===== src/hdl/pfa_pkg.sv =====
package pfa_pkg;

    // table geometry
    localparam int NUM_BLOCKS = 16;
    localparam int SIZE_BITS  = 20;
    localparam int IDX_BITS   = (NUM_BLOCKS > 1) ? $clog2(NUM_BLOCKS) : 1;
    localparam int CNT_BITS   = $clog2(NUM_BLOCKS + 1);

    // fixed field widths of the ports
    localparam int OP_W       = 1;
    localparam int BIDX_W     = 4;
    localparam int AMT_W      = 20;
    localparam int POL_W      = 2;
    localparam int BCNT_W     = 5;
    localparam int CFG_IDX_W  = 1;
    localparam int CFG_DATA_W = 5;

    // input operation codes
    localparam logic [OP_W-1:0] OP_LOAD    = 1'b0;
    localparam logic [OP_W-1:0] OP_REQUEST = 1'b1;

    // configuration register indexes
    localparam logic [CFG_IDX_W-1:0] CFG_FIT_POLICY  = 1'b0;
    localparam logic [CFG_IDX_W-1:0] CFG_BLOCK_COUNT = 1'b1;

    typedef enum logic [POL_W-1:0] {
        POL_FIRST = 2'd0,
        POL_BEST  = 2'd1,
        POL_WORST = 2'd2,
        POL_NEXT  = 2'd3
    } policy_t;

    typedef enum logic [1:0] {
        ST_IDLE,
        ST_SCAN,
        ST_WRITE
    } state_t;

    // settings in effect, as seen by the scan sequencer
    typedef struct packed {
        policy_t             policy;
        logic [CNT_BITS-1:0] count;
    } cfg_t;

    // table access from the sequencer
    typedef struct packed {
        logic                 we;
        logic [IDX_BITS-1:0]  waddr;
        logic [SIZE_BITS-1:0] wdata;
        logic                 re;
        logic [IDX_BITS-1:0]  raddr;
    } mem_req_t;

    typedef struct packed {
        logic                 granted;
        logic [BIDX_W-1:0]    block;
        logic [AMT_W-1:0]     remaining;
    } result_t;

endpackage


===== src/hdl/partition_fit_allocator_core.sv =====
// channel   direction  handshake            payload
// cfg       in         cfg_write            cfg_index, cfg_data
// input     in         in_valid / in_stall  op, block_index, amount, last_request
// result    out        out_valid / out_stall granted, chosen_block, remaining_after
//
// a load is written to the size table on transfer and gives no result; a request runs
// the transfer, one size-table read per block in effect over the single read port
// (first and next fit stop at the first fit), and the write-back state, which also
// hands the result to the output register.
// rst_n clears control state only; the size table holds nothing until loaded.
// a stalled result holds the write-back cycle; the next item waits until it is taken.
module partition_fit_allocator_core (
    input  logic                              clk,
    input  logic                              rst_n,
    input  logic                              cfg_write,
    input  logic [pfa_pkg::CFG_IDX_W-1:0]     cfg_index,
    input  logic [pfa_pkg::CFG_DATA_W-1:0]    cfg_data,
    input  logic                              in_valid,
    output logic                              in_stall,
    input  logic [pfa_pkg::OP_W-1:0]          op,
    input  logic [pfa_pkg::BIDX_W-1:0]        block_index,
    input  logic [pfa_pkg::AMT_W-1:0]         amount,
    input  logic                              last_request,
    output logic                              out_valid,
    input  logic                              out_stall,
    output logic                              granted,
    output logic [pfa_pkg::BIDX_W-1:0]        chosen_block,
    output logic [pfa_pkg::AMT_W-1:0]         remaining_after
);

    localparam int CW = pfa_pkg::CNT_BITS;

    pfa_pkg::policy_t               policy_reg, policy_next;
    logic [pfa_pkg::BCNT_W-1:0]     count_reg, count_next;
    pfa_pkg::cfg_t                  cfg;

    pfa_pkg::mem_req_t              mem_req;
    logic [pfa_pkg::SIZE_BITS-1:0]  rd_data;
    logic                           res_valid;
    pfa_pkg::result_t               res;
    logic                           res_take;

    logic                           out_valid_reg, out_valid_next;
    pfa_pkg::result_t               out_reg;

    // configuration writes
    always_comb
    begin
        policy_next = policy_reg;
        count_next  = count_reg;
        if (cfg_write)
        begin
            unique case (cfg_index)
                pfa_pkg::CFG_FIT_POLICY:
                    policy_next = pfa_pkg::policy_t'(cfg_data[pfa_pkg::POL_W-1:0]);
                pfa_pkg::CFG_BLOCK_COUNT:
                    count_next  = cfg_data[pfa_pkg::BCNT_W-1:0];
                default:
                begin
                end
            endcase
        end
    end

    always_ff @(posedge clk or negedge rst_n)
    begin
        if (!rst_n)
        begin
            policy_reg <= pfa_pkg::POL_FIRST;
            count_reg  <= pfa_pkg::BCNT_W'(1);
        end
        else
        begin
            policy_reg <= policy_next;
            count_reg  <= count_next;
        end
    end

    // block count in effect, clamped to one .. table depth
    always_comb
    begin
        cfg.policy = policy_reg;
        priority if (count_reg == '0)
        begin
            cfg.count = CW'(1);
        end
        else if (int'(count_reg) > pfa_pkg::NUM_BLOCKS)
        begin
            cfg.count = CW'(pfa_pkg::NUM_BLOCKS);
        end
        else
        begin
            cfg.count = CW'(count_reg);
        end
    end

    pfa_scan u_scan (
        .clk          (clk),
        .rst_n        (rst_n),
        .cfg          (cfg),
        .in_valid     (in_valid),
        .in_stall     (in_stall),
        .op           (op),
        .block_index  (block_index),
        .amount       (amount),
        .last_request (last_request),
        .mem_req      (mem_req),
        .rd_data      (rd_data),
        .res_valid    (res_valid),
        .res          (res),
        .res_take     (res_take)
    );

    pfa_size_mem #(
        .DEPTH  (pfa_pkg::NUM_BLOCKS),
        .ADDR_W (pfa_pkg::IDX_BITS),
        .DATA_W (pfa_pkg::SIZE_BITS)
    ) u_size_mem (
        .clk     (clk),
        .we      (mem_req.we),
        .waddr   (mem_req.waddr),
        .wdata   (mem_req.wdata),
        .re      (mem_req.re),
        .raddr   (mem_req.raddr),
        .rd_data (rd_data)
    );

    // output register: free when empty or its transfer completes
    assign res_take = !out_valid_reg || !out_stall;

    always_comb
    begin
        out_valid_next = out_valid_reg;
        if (res_take)
        begin
            out_valid_next = res_valid;
        end
    end

    always_ff @(posedge clk or negedge rst_n)
    begin
        if (!rst_n)
        begin
            out_valid_reg <= 1'b0;
        end
        else
        begin
            out_valid_reg <= out_valid_next;
        end
    end

    always_ff @(posedge clk)
    begin
        if (res_take && res_valid)
        begin
            out_reg <= res;
        end
    end

    assign out_valid       = out_valid_reg;
    assign granted         = out_reg.granted;
    assign chosen_block    = out_reg.block;
    assign remaining_after = out_reg.remaining;

endmodule


===== src/hdl/pfa_size_mem.sv =====
module pfa_size_mem #(
    parameter int DEPTH  = 16,
    parameter int ADDR_W = 4,
    parameter int DATA_W = 20
) (
    input  logic              clk,
    input  logic              we,
    input  logic [ADDR_W-1:0] waddr,
    input  logic [DATA_W-1:0] wdata,
    input  logic              re,
    input  logic [ADDR_W-1:0] raddr,
    output logic [DATA_W-1:0] rd_data
);

    logic [DATA_W-1:0] mem [DEPTH];
    logic [DATA_W-1:0] rd_data_reg;

    // write port
    always_ff @(posedge clk)
    begin
        if (we)
        begin
            mem[waddr] <= wdata;
        end
    end

    // registered read port
    always_ff @(posedge clk)
    begin
        if (re)
        begin
            rd_data_reg <= mem[raddr];
        end
    end

    assign rd_data = rd_data_reg;

endmodule


===== src/hdl/pfa_scan.sv =====
module pfa_scan (
    input  logic                          clk,
    input  logic                          rst_n,
    input  pfa_pkg::cfg_t                 cfg,
    input  logic                          in_valid,
    output logic                          in_stall,
    input  logic [pfa_pkg::OP_W-1:0]      op,
    input  logic [pfa_pkg::BIDX_W-1:0]    block_index,
    input  logic [pfa_pkg::AMT_W-1:0]     amount,
    input  logic                          last_request,
    output pfa_pkg::mem_req_t             mem_req,
    input  logic [pfa_pkg::SIZE_BITS-1:0] rd_data,
    output logic                          res_valid,
    output pfa_pkg::result_t              res,
    input  logic                          res_take
);

    localparam int IW = pfa_pkg::IDX_BITS;
    localparam int CW = pfa_pkg::CNT_BITS;
    localparam int SW = pfa_pkg::SIZE_BITS;

    pfa_pkg::state_t state_reg, state_next;

    logic [IW-1:0] pos_reg, pos_next;
    logic [IW-1:0] iss_addr_reg, iss_addr_next;
    logic [CW-1:0] iss_cnt_reg, iss_cnt_next;
    logic          chk_valid_reg, chk_valid_next;
    logic [IW-1:0] chk_addr_reg, chk_addr_next;
    logic [CW-1:0] chk_cnt_reg, chk_cnt_next;
    logic          found_reg, found_next;
    logic [IW-1:0] pick_reg, pick_next;
    logic [SW-1:0] best_reg, best_next;
    logic [SW-1:0] amt_reg, amt_next;
    logic          last_reg, last_next;

    logic          accept;
    logic          is_load;
    logic          load_in_range;
    logic [IW-1:0] start_pos;
    logic          fits;
    logic          better;
    logic          take_new;
    logic          stop_now;
    logic          last_chk;
    logic          scan_done;
    logic          rd_issue;
    logic [SW-1:0] left_size;
    logic          finish;

    // handshake and input decode
    assign in_stall      = (state_reg != pfa_pkg::ST_IDLE);
    assign accept        = in_valid && !in_stall;
    assign is_load       = (op == pfa_pkg::OP_LOAD);
    assign load_in_range = (int'(block_index) < pfa_pkg::NUM_BLOCKS);

    // stale next-fit position restarts at block 0
    assign start_pos = (CW'(pos_reg) < cfg.count) ? pos_reg : '0;

    // compare of the entry read in the previous cycle
    assign fits = (rd_data >= amt_reg);

    always_comb
    begin
        unique case (cfg.policy)
            pfa_pkg::POL_BEST:  better = (rd_data < best_reg);
            pfa_pkg::POL_WORST: better = (rd_data > best_reg);
            default:            better = 1'b0;
        endcase
    end

    assign take_new  = chk_valid_reg && fits && (!found_reg || better);
    assign stop_now  = chk_valid_reg && fits &&
                       ((cfg.policy == pfa_pkg::POL_FIRST) ||
                        (cfg.policy == pfa_pkg::POL_NEXT));
    assign last_chk  = chk_valid_reg && ((chk_cnt_reg + CW'(1)) == cfg.count);
    assign scan_done = stop_now || last_chk;
    assign rd_issue  = (state_reg == pfa_pkg::ST_SCAN) && (iss_cnt_reg < cfg.count);
    assign left_size = best_reg - amt_reg;
    assign finish    = (state_reg == pfa_pkg::ST_WRITE) && res_take;

    // next state
    always_comb
    begin
        state_next = state_reg;
        unique case (state_reg)
            pfa_pkg::ST_IDLE:
            begin
                if (accept && !is_load)
                begin
                    state_next = pfa_pkg::ST_SCAN;
                end
            end
            pfa_pkg::ST_SCAN:
            begin
                if (scan_done)
                begin
                    state_next = pfa_pkg::ST_WRITE;
                end
            end
            pfa_pkg::ST_WRITE:
            begin
                if (res_take)
                begin
                    state_next = pfa_pkg::ST_IDLE;
                end
            end
            default:
            begin
                state_next = pfa_pkg::ST_IDLE;
            end
        endcase
    end

    // table access and result outputs
    always_comb
    begin
        mem_req       = '0;
        res_valid     = 1'b0;
        res           = '0;
        mem_req.re    = rd_issue;
        mem_req.raddr = iss_addr_reg;
        unique case (state_reg)
            pfa_pkg::ST_IDLE:
            begin
                mem_req.we    = accept && is_load && load_in_range;
                mem_req.waddr = IW'(block_index);
                mem_req.wdata = SW'(amount);
            end
            pfa_pkg::ST_WRITE:
            begin
                res_valid     = 1'b1;
                res.granted   = found_reg;
                res.block     = found_reg ? pfa_pkg::BIDX_W'(pick_reg) : '0;
                res.remaining = found_reg ? pfa_pkg::AMT_W'(left_size) : '0;
                mem_req.we    = found_reg && res_take;
                mem_req.waddr = pick_reg;
                mem_req.wdata = left_size;
            end
            default:
            begin
            end
        endcase
    end

    // scan datapath
    always_comb
    begin
        iss_addr_next  = iss_addr_reg;
        iss_cnt_next   = iss_cnt_reg;
        chk_valid_next = 1'b0;
        chk_addr_next  = iss_addr_reg;
        chk_cnt_next   = chk_cnt_reg;
        found_next     = found_reg;
        pick_next      = pick_reg;
        best_next      = best_reg;
        amt_next       = amt_reg;
        last_next      = last_reg;
        pos_next       = pos_reg;

        // request transfer: latch operands, start at the first block to read
        if (accept && !is_load)
        begin
            amt_next      = SW'(amount);
            last_next     = last_request;
            iss_addr_next = (cfg.policy == pfa_pkg::POL_NEXT) ? start_pos : '0;
            iss_cnt_next  = '0;
            chk_cnt_next  = '0;
            found_next    = 1'b0;
        end

        // one read issued per cycle, wrapping at the block count
        if (rd_issue)
        begin
            chk_valid_next = 1'b1;
            iss_cnt_next   = iss_cnt_reg + CW'(1);
            if ((CW'(iss_addr_reg) + CW'(1)) == cfg.count)
            begin
                iss_addr_next = '0;
            end
            else
            begin
                iss_addr_next = iss_addr_reg + IW'(1);
            end
        end

        // candidate tracking
        if ((state_reg == pfa_pkg::ST_SCAN) && chk_valid_reg)
        begin
            chk_cnt_next = chk_cnt_reg + CW'(1);
            if (take_new)
            begin
                found_next = 1'b1;
                pick_next  = chk_addr_reg;
                best_next  = rd_data;
            end
        end

        // next-fit position update once the result is handed over; a last request resets it to block 0
        if (finish)
        begin
            if (found_reg && (cfg.policy == pfa_pkg::POL_NEXT))
            begin
                if ((CW'(pick_reg) + CW'(1)) < cfg.count)
                begin
                    pos_next = pick_reg + IW'(1);
                end
                else
                begin
                    pos_next = '0;
                end
            end
            if (last_reg)
            begin
                pos_next = '0;
            end
        end
    end

    // control registers
    always_ff @(posedge clk or negedge rst_n)
    begin
        if (!rst_n)
        begin
            state_reg     <= pfa_pkg::ST_IDLE;
            pos_reg       <= '0;
            chk_valid_reg <= 1'b0;
            iss_cnt_reg   <= '0;
            chk_cnt_reg   <= '0;
            found_reg     <= 1'b0;
        end
        else
        begin
            state_reg     <= state_next;
            pos_reg       <= pos_next;
            chk_valid_reg <= chk_valid_next;
            iss_cnt_reg   <= iss_cnt_next;
            chk_cnt_reg   <= chk_cnt_next;
            found_reg     <= found_next;
        end
    end

    // payload registers
    always_ff @(posedge clk)
    begin
        iss_addr_reg <= iss_addr_next;
        chk_addr_reg <= chk_addr_next;
        pick_reg     <= pick_next;
        best_reg     <= best_next;
        amt_reg      <= amt_next;
        last_reg     <= last_next;
    end

endmodule

===== config.mk =====
export PLATFORM = sky130hd
export DESIGN_NAME = partition_fit_allocator_core
export DESIGN_NICKNAME = d
export VERILOG_FILES = /design/src/hdl/pfa_pkg.sv /design/src/hdl/partition_fit_allocator_core.sv /design/src/hdl/pfa_size_mem.sv /design/src/hdl/pfa_scan.sv
export SDC_FILE = /design/constraint.sdc
export NUM_CORES = 1
export LEC_CHECK = 0
export CAP_MARGIN = 20
export CORE_UTILIZATION = 45
export CTS_CLUSTER_DIAMETER = 60
export CTS_CLUSTER_SIZE = 25
export DETAILED_ROUTE_END_ITERATION = 12
export DONT_BUFFER_PORTS = 1
export HOLD_SLACK_MARGIN = 0.02
export PLACE_DENSITY = 0.63
export SYNTH_ARGS = -nofsm -noshare
export SYNTH_HDL_FRONTEND = slang
export SYNTH_SLANG_ARGS = --single-unit

===== constraint.sdc =====
create_clock -name clk -period 5.1 [get_ports clk]
set_clock_uncertainty 0.2 [all_clocks]
set_input_delay 1.02 -clock clk [delete_from_list [all_inputs] [get_ports clk]]
set_output_delay 1.02 -clock clk [all_outputs]
set_load 0.02 [all_outputs]

==> results.toml, run 1 <==
[run_status]
status = "finished, final reports clean"

[critical_path]
crit_top_cell = "inv_1"
crit_start = "u_scan.best_reg[0]"
critPathCaptureType = "register"
worstPathRequired_ps = 5130
slowest_stage = "a211oi_1"
critPathBufInv = 2
r2r_start = "u_scan.best_reg[0]"
reg2reg_slack_ps = 1240
worstRegToRegCells = 10
crit_chain = "inv_1 > ha_1 > inv_1 > fa_1 > a211o_1 > a211oi_1 > a2111oi_0 > nor3_1 > mux2i_1 > nand2_1"
cpPeakStageDelay_ps = 670
r2r_end = "u_size_mem.mem[4][16]"
critPathArrivalTime_ps = 3890
critPathTopFamily = "compound AO/OA/AOI/OAI gates"
startpoint_type = "register"
critical_path_class = "reg -> reg"
worstPathMaxFanout = 16
setup.worst_path.end = "u_size_mem.mem[4][16]"
cp.depth = 10

[timing]
final.min_clock_period_ps = 3860
rsz0062_at_grt = "false"
max_slew_margin = 0.374
post-route-period-util = 0.757
setup_tns_ps = 0
worst_slew_pin_slew_ps = 933
setup_slack_ps = 1240
setup_viol = 0
fmax_ghz = 0.259
hold_viol_final = 0
holdWs_ps = 210
slew_violations = 0

[layout]
largest_register_ffs = 320
area_delta_synth_final_pct = 11.1
top_register = "u_size_mem.mem"
diodes = 0
drive_gt1_frac = 0.143
nets = 1459
num-fill-cells = 3532

[power]
switchingPower_mw = 4.30
swShare = 0.364
leakagePower_nw = 7.76
ir_drop_mv = 0.367
power_density_mw_per_mm2 = 544
power_frac_clock = 0.231
combinationalPowerShare = 0.340
seqPwrFrac = 0.429
p_int_mw = 7.50

[yosys]
seq_area_frac_synth = 0.674
yosys_warnings = 0
ys_ff_latch = 444
synth_ff_type = "edfxtp_1"
synthTopCellsByArea = "edfxtp_1, ha_1, mux4_2"
synth_edf_count = 414
yosys.cell_count.top_type = "edfxtp_1"
async_flop_share = 0.0586
netlist_top_cells_count = "edfxtp_1, nand2_1, ha_1"
netlist_instances = 1305
synth.avg_cell_area_um2 = 15.0
yosys.area.top_type = "edfxtp_1"
synth_top_cell_area_share = 0.636
synth_area_mm2 = 0.0195
post_synth_num_cell_types = 69
synth.net_count = 1420

[routing]
drtIter0Drc = 965
vias = 11157
avgRoutedWirePerCell_um = 23.5
routed_wl_mm = 45.8
ant_nets = 0
drcViolationCount = 0
vias_per_cell = 5.74
drtPass1Iterations = 5

[clocking]
cts_setup_buffers = 0
clk_path_buf_depth = 3
cts_tree = "built"
cts_buffers = 31
cts.reportedPaths.clkPinSlew_ps = 90
cts_root_buffer = "clkbuf_16"
htreeDepth = 1
cts_num_sinks = 444
ctsResizeCount = 0
worstSkewPairLatency_ps = 620
hold_buffers = 2

[floorplanning]
core_mm2 = 0.0424
die_y_um = 210
fp.dieArea_mm2 = 0.0442
rows = 75
initial_core_util = 0.461
die_w_um = 210
ioPinCount = 64

[worst_hold_path]
hold_path.class = "reg -> reg"

[place]
dp_worst_setup_slack_ps = 1190
port_buffers = 0
place_congestion = 0.878
hpwlAfterDp_mm = 30.8

[global_route]
overflow = 0
grt_pass1_wl_mm = 69.1
track_usage = 0.210
grt_max_degree = 66
antenna_found_initial = 0
grt_pass1_vias = 11142

[job]
maxCapViolations = 0
==> cells in the final DEF (no fill, tap or decap), drive strengths merged, types with 19 or more instances in the layout <==
cell type,netlist,final
nand2,100,100
clkbuf,31,32
nor2,59,59
dfrtp,25,25
a221oi,21,21
inv,68,79
a21oi,56,56
o21ai,75,75
mux2i,74,74
buf,16,52
ha,77,77
mux4,40,40
mux2,19,19
a22oi,20,20
edfxtp,414,414
nand3,25,25
==> stage by stage <==
stage / utilization / cell area (um^2) / instances / power [mW]
floorplan: - / 19500 / 1305 / 7.75
global placement: 0.482 / 20500 / 1879 / 9.05
detailed placement: 0.483 / 20500 / 1882 / 9.13
CTS: 0.511 / 21700 / 1940 / 11.9
global route: 0.512 / 21700 / 1944 / 12.4
finish: 0.512 / 21700 / 1944 / 11.8
==> layout make-up <==
type,instances,area (um^2),share of cell area
Tap cell,577,722,0.0333
Timing Repair Buffer,53,468,0.0216
Clock inverter,24,355,0.0164
Clock buffer,32,779,0.0359
Inverter,69,259,0.0119
Sequential cell,444,13200,0.606
Multi-Input combinational cell,745,5960,0.275
==> logic make-up (layout without fill, tap and decap cells) <==
| family | after synthesis | in the layout | share of synthesized area |
|---|---|---|---|
| AND/OR/NAND/NOR | 257 | 257 | 0.0605 |
| AO/OA/AOI/OAI | 249 | 249 | 0.0838 |
| XOR/XNOR | 28 | 28 | 0.0126 |
| multiplexers | 133 | 133 | 0.0950 |
| buffers and inverters | 116 | 178 | 0.0240 |
| flip-flops | 444 | 444 | 0.674 |
| adder cells (fa/ha/maj) | 78 | 78 | 0.0503 |
==> layer usage <==
layer	track usage	routed length, um	vias up
li1	-	-	5125
met1	0.293	19900	5653
met2	0.346	22200	320
met3	0.0282	2730	59
met4	0.0607	935	0
met5	0	0	-
==> worst min path at each step <==
stage / start / endpoint / slack (ps) / depth (start not counted)
after floorplan: u_scan.chk_addr_next[3] / u_scan.chk_addr_reg[3] / 150 / 0
after global placement: u_scan.chk_addr_reg[3] / u_scan.pick_reg[3] / 190 / 0
after detailed placement: u_scan.chk_addr_reg[0] / u_scan.pick_reg[0] / 190 / 0
after CTS: u_scan.chk_addr_reg[0] / u_scan.pick_reg[0] / 210 / 0
after global routing: u_scan.chk_addr_reg[0] / u_scan.pick_reg[0] / 220 / 0
final: u_scan.chk_addr_reg[0] / u_scan.pick_reg[0] / 210 / 0
==> power groups by stage <==
stage | Combinational (mW) | Sequential, mW | Clock [mW]
2_1_floorplan | 2.71 | 5.05 | 0
3_3_place_gp | 3.91 | 5.14 | 0
3_5_place_dp | 3.98 | 5.15 | 0
4_1_cts | 4.00 | 5.07 | 2.78
5_1_grt | 4.40 | 5.11 | 2.90
6_report | 4.01 | 5.07 | 2.72
Power figures use the tool's default switching activity.
==> run 2: changes to the inputs <==
==> constraint.sdc (replaced) <==
create_clock -name clk -period 3.8 [get_ports clk]
set_clock_uncertainty 0.2 [all_clocks]
set_input_delay 0.76 -clock clk [delete_from_list [all_inputs] [get_ports clk]]
set_output_delay 0.76 -clock clk [all_outputs]
set_load 0.02 [all_outputs]
==> run 2 against run 1 <==
Against the previous run: clock power rose by 42%; sequential share of layout area fell by 0.41 points; sequential power rose by 35%; core utilization rose by 0.35 points; non-clock buffer count rose by 8; cell area rose by 0.69%; first-iteration DRC count rose by 14%.
==> results.toml, run 2 (synthesis results as in run 1) <==
[timing]
rsz0062_at_grt = "false"
hold_viol_final = 0
slew_violations = 0
holdWs_ps = 83.5
max_slew_margin = 0.306
final.min_clock_period_ps = 3530
worst_slew_pin_slew_ps = 1040
setup_tns_ps = 0
post-route-period-util = 0.930
fmax_ghz = 0.283
setup_viol = 0

[layout]
final_common_cell = "edfxtp_1"
diodes = 0
nets = 1471
num-fill-cells = 3464
area_delta_synth_final_pct = 11.9
largest_register_ffs = 320
top_register = "u_size_mem.mem"
stdcell_area_mm2 = 0.0219
drive_gt1_frac = 0.152
layout_common_cells = "edfxtp_1, nand2_1, ha_1"

[global_route]
grt_pass1_wl_mm = 71.3
overflow = 0
track_usage = 0.219
grt_pass1_vias = 11345
antenna_found_initial = 0
grt_max_degree = 55

[clocking]
worstSkewPairLatency_ps = 570
cts_buffers = 35
cts_tree = "built"
cts_root_buffer = "clkbuf_16"
cts.reportedPaths.clkPinSlew_ps = 80
cts_setup_buffers = 0
htreeDepth = 2
hold_buffers = 2
ctsResizeCount = 0
clk_path_buf_depth = 3
cts_num_sinks = 444

[power]
combinationalPowerShare = 0.334
ir_drop_mv = 0.387
power_density_mw_per_mm2 = 733
p_int_mw = 10.3
leakagePower_nw = 7.84
swShare = 0.358
seqPwrFrac = 0.426
switchingPower_mw = 5.73
power_frac_clock = 0.240

[routing]
vias_per_cell = 5.77
vias = 11304
routed_wl_mm = 47.2
avgRoutedWirePerCell_um = 24.1
drtPass1Iterations = 5
drcViolationCount = 0
ant_nets = 0
drtIter0Drc = 1102

[floorplanning]
initial_core_util = 0.461
ioPinCount = 64
fp.dieArea_mm2 = 0.0442
die_w_um = 210
rows = 75
core_mm2 = 0.0424
die_y_um = 210

[critical_path]
critPathArrivalTime_ps = 3520
critical_path_class = "reg -> reg"
worstPathRequired_ps = 3790
startpoint_type = "register"
worstPathMaxFanout = 16
critPathCaptureType = "register"

[place]
place_congestion = 0.903
hpwlAfterDp_mm = 30.7
placed_cell_area_mm2 = 0.0206
port_buffers = 0

[job]
maxCapViolations = 0

[worst_hold_path]
hold_path.class = "in -> reg"

[run_status]
status = "finished, final reports clean"
## run 2: cell count changes in the layout (fill, tap and decap cells not counted), moves of 3 or more
cell / previous run / this run
buf_4: 43 / 53
clkbuf_16: 31 / 37
inv_16: 3 / 0
buf_6: 4 / 0
## run 2: metrics by stage
stage	power, mW	setup WS [ps]	utilization	std cells
6_report	16.0	266	0.515	1958
2_1_floorplan	10.4	481	-	1305
3_5_place_dp	12.2	340	0.485	1892
5_1_grt	16.8	48.0	0.515	1958
3_3_place_gp	12.1	424	0.485	1892
4_1_cts	16.1	341	0.515	1956
## run 2: layer usage
layer | track usage | vias up | share of wire
met5 | 0 | - | 0
met4 | 0.0707 | 0 | 0.026
met3 | 0.0328 | 70 | 0.048
met2 | 0.361 | 336 | 0.49
met1 | 0.300 | 5759 | 0.44
li1 | - | 5139 | -
## run 2: critical path, stage by stage, from the launching register on
cell	delay [ps]
edfxtp_1	410
inv_1	80
ha_1	170
inv_1	60
fa_1	420
a211o_1	310
a211oi_1	450
a2111oi_0	150
nor3_1	360
mux2i_1	220
nand2_1	330
## run 2: cell type report
class | instances | area (um^2) | area share
Sequential cell | 444 | 13200 | 0.602
Timing Repair Buffer | 61 | 536 | 0.0245
Inverter | 69 | 259 | 0.0119
Clock buffer | 38 | 930 | 0.0425
Multi-Input combinational cell | 745 | 5970 | 0.273
Tap cell | 577 | 722 | 0.0330
Clock inverter | 24 | 280 | 0.0128
## run 2: power by group through the flow
stage               Combinational, mW  Clock (mW)  Sequential [mW]
floorplan                        3.64           0             6.77
global placement                 5.21           0             6.91
detailed placement               5.29           0             6.93
CTS                              5.32        3.91             6.83
global route                     5.84        4.09             6.89
finish                           5.35        3.85             6.83
## run 2: path summary, 6_finish.rpt
kind                                        start                     to  slack (ps)  cells past startpoint
setup / recovery               u_scan.best_reg[0]  u_size_mem.mem[4][16]         270                     10
hold / removal                          amount[7]      u_scan.amt_reg[7]          80                      0
setup reg to reg               u_scan.best_reg[0]  u_size_mem.mem[4][16]         270                     10
hold reg to reg            u_scan.chk_addr_reg[2]     u_scan.pick_reg[2]         200                      0
max in group asynchronous                   rst_n           count_reg[0]        2740                      2
min in group asynchronous                   rst_n          policy_reg[0]         430                      2
==> run 3: changes to the inputs <==
--- a/config.mk
+++ b/config.mk
@@ -6,6 +6,7 @@
 export NUM_CORES = 1
 export LEC_CHECK = 0
 export CAP_MARGIN = 20
+export CORE_ASPECT_RATIO = 2
 export CORE_UTILIZATION = 45
 export CTS_CLUSTER_DIAMETER = 60
 export CTS_CLUSTER_SIZE = 25
==> run 3 against run 2 <==
Against the previous run: wire length up 1.5%; hold slack got worse by 10 ps; non-clock buffer count down 3; sequential power barely moved; worst setup slack improved by 47 ps; fmax is 1.3% higher; combinational power barely moved; total power shrank 7.3%.
==> results.toml, run 3 (synthesis results as in run 1) <==
[routing]
vias = 11194
drtPass1Iterations = 5
drtIter0Drc = 721
ant_nets = 0
drcViolationCount = 0
vias_per_cell = 5.91
routed_wl_mm = 47.9
avgRoutedWirePerCell_um = 25.3

[layout]
top_register = "u_size_mem.mem"
diodes = 0
regArea_mm2 = 0.0132
drive_gt1_frac = 0.129
multiInputGateArea_mm2 = 0.00597
area_delta_synth_final_pct = 9.19
largest_register_ffs = 320
nets = 1455
layout_common_cells = "edfxtp_1, nand2_1, ha_1"
final_common_cell = "edfxtp_1"
post_layout_nonfiller_instances = 1894
num-fill-cells = 3546

[global_route]
track_usage = 0.222
grt_util_met2 = 0.432
grt_pass1_wl_mm = 71.3
overflow = 0
grt_max_degree = 44
grt-busiest-layer = "met2"
met3_usage = 0.0195
grt_use_met1 = 0.238
antenna_found_initial = 0
grt_pass1_vias = 11623

[critical_path]
worstPathRequired_ps = 3810
crit_top_cell = "inv_1"
startpoint_type = "register"
worstPathMaxFanout = 16
critPathArrivalTime_ps = 3490
critPathCaptureType = "register"
slowest_stage = "fa_1"
crit_chain = "inv_1 > ha_1 > inv_1 > fa_1 > a211o_1 > a211oi_2 > a2111oi_0 > nor3_1 > mux2i_1 > nand2_1"
cpPeakStageDelay_ps = 420
critical_path_class = "reg -> reg"

[timing]
slew_violations = 0
setup_viol = 0
worst_slew_pin_slew_ps = 1020
fmax_ghz = 0.287
final.min_clock_period_ps = 3490
setup_tns_ps = 0
hold_viol_final = 0
max_slew_margin = 0.304
post-route-period-util = 0.918
rsz0062_at_grt = "false"

[clocking]
cts_num_sinks = 444
cts_tree = "built"
cts_root_buffer = "clkbuf_16"
worstSkewPairLatency_ps = 580
cts.reportedPaths.clkPinSlew_ps = 100
cts_buffers = 22
cts_setup_buffers = 0
htreeDepth = 1
clk_path_buf_depth = 3

[worst_hold_path]
hold_path.class = "in -> reg"

[power]
ir_drop_mv = 0.301
power_density_mw_per_mm2 = 697
leakagePower_nw = 7.57

[floorplanning]
initial_core_util = 0.457
core_mm2 = 0.0427
ioPinCount = 64
die_w_um = 149
fp.dieArea_mm2 = 0.0443
die_y_um = 297
rows = 107

[place]
dp_cells = 1859
port_buffers = 0
place_congestion = 0.928
hpwlAfterDp_mm = 32.6

[run_status]
status = "finished, final reports clean"

[job]
maxCapViolations = 0
## run 3: cell types whose count changed in the layout (fill, tap and decap cells not counted), sizes merged
cell / change
clkbuf: -12
inv: -11
clkinv: -6
clkinvlp: -2
buf: -1
## run 3: timing repair
action                                 4_1_cts  5_1_grt
gates resized for setup                      0        1
setup endpoints to repair                    0       16
endpoints found under the hold margin       26        0
hold buffers                                 2        0
## run 3: where the power goes
group	switching [mW]	total, mW	internal, mW
Combinational	3.38	5.38	2.00
Clock	1.53	2.66	1.13
Sequential	0.410	6.82	6.41
## run 3: metrics by stage
| step | hold WS [ps] | setup slack, ps | total power, mW | area, um^2 | utilization |
|---|---|---|---|---|---|
| after floorplan | 146 | 481 | 10.4 | 19500 | - |
| after global placement | 186 | 278 | 12.2 | 20600 | 0.483 |
| after detailed placement | 190 | 148 | 12.3 | 20600 | 0.483 |
| after CTS | 51.4 | 159 | 15.0 | 21300 | 0.499 |
| after global routing | 57.0 | 88.8 | 15.6 | 21300 | 0.499 |
| final | 73.4 | 313 | 14.9 | 21300 | 0.499 |
## run 3: path summary, 6_finish.rpt
path,startpoint,end,slack [ps],cells past startpoint
setup / recovery,u_scan.best_reg[0],u_size_mem.mem[0][16],310,10
hold / removal,amount[7],u_scan.amt_reg[7],70,0
setup reg to reg,u_scan.best_reg[0],u_size_mem.mem[0][16],310,10
hold reg to reg,u_scan.chk_addr_reg[3],u_scan.pick_reg[3],220,0
max in group asynchronous,rst_n,count_reg[0],2740,2
min in group asynchronous,rst_n,u_scan.chk_cnt_reg[2],420,2
## run 3: critical path, delay by kind of cell, from the launching register on
| family | cells | cell delay [ps] |
|---|---|---|
| fa+ha+maj | 2 | 580 |
| simple gates | 2 | 720 |
| mux | 1 | 300 |
| buf+inv | 2 | 130 |
| flops | 1 | 400 |
| compound gates | 3 | 780 |
## run 3: cell type report
cell class | count | share of cell area
Sequential cell | 444 | 0.617
Multi-Input combinational cell | 745 | 0.280
Tap cell | 545 | 0.0320
Timing Repair Buffer | 58 | 0.0287
Clock buffer | 28 | 0.0279
Inverter | 69 | 0.0121
Clock inverter | 5 | 0.00246
## run 3: metal layers
layer	vias up	part of all wire
li1	5092	-
met1	5699	0.36
met2	305	0.56
met3	98	0.036
met4	0	0.044
met5	-	0
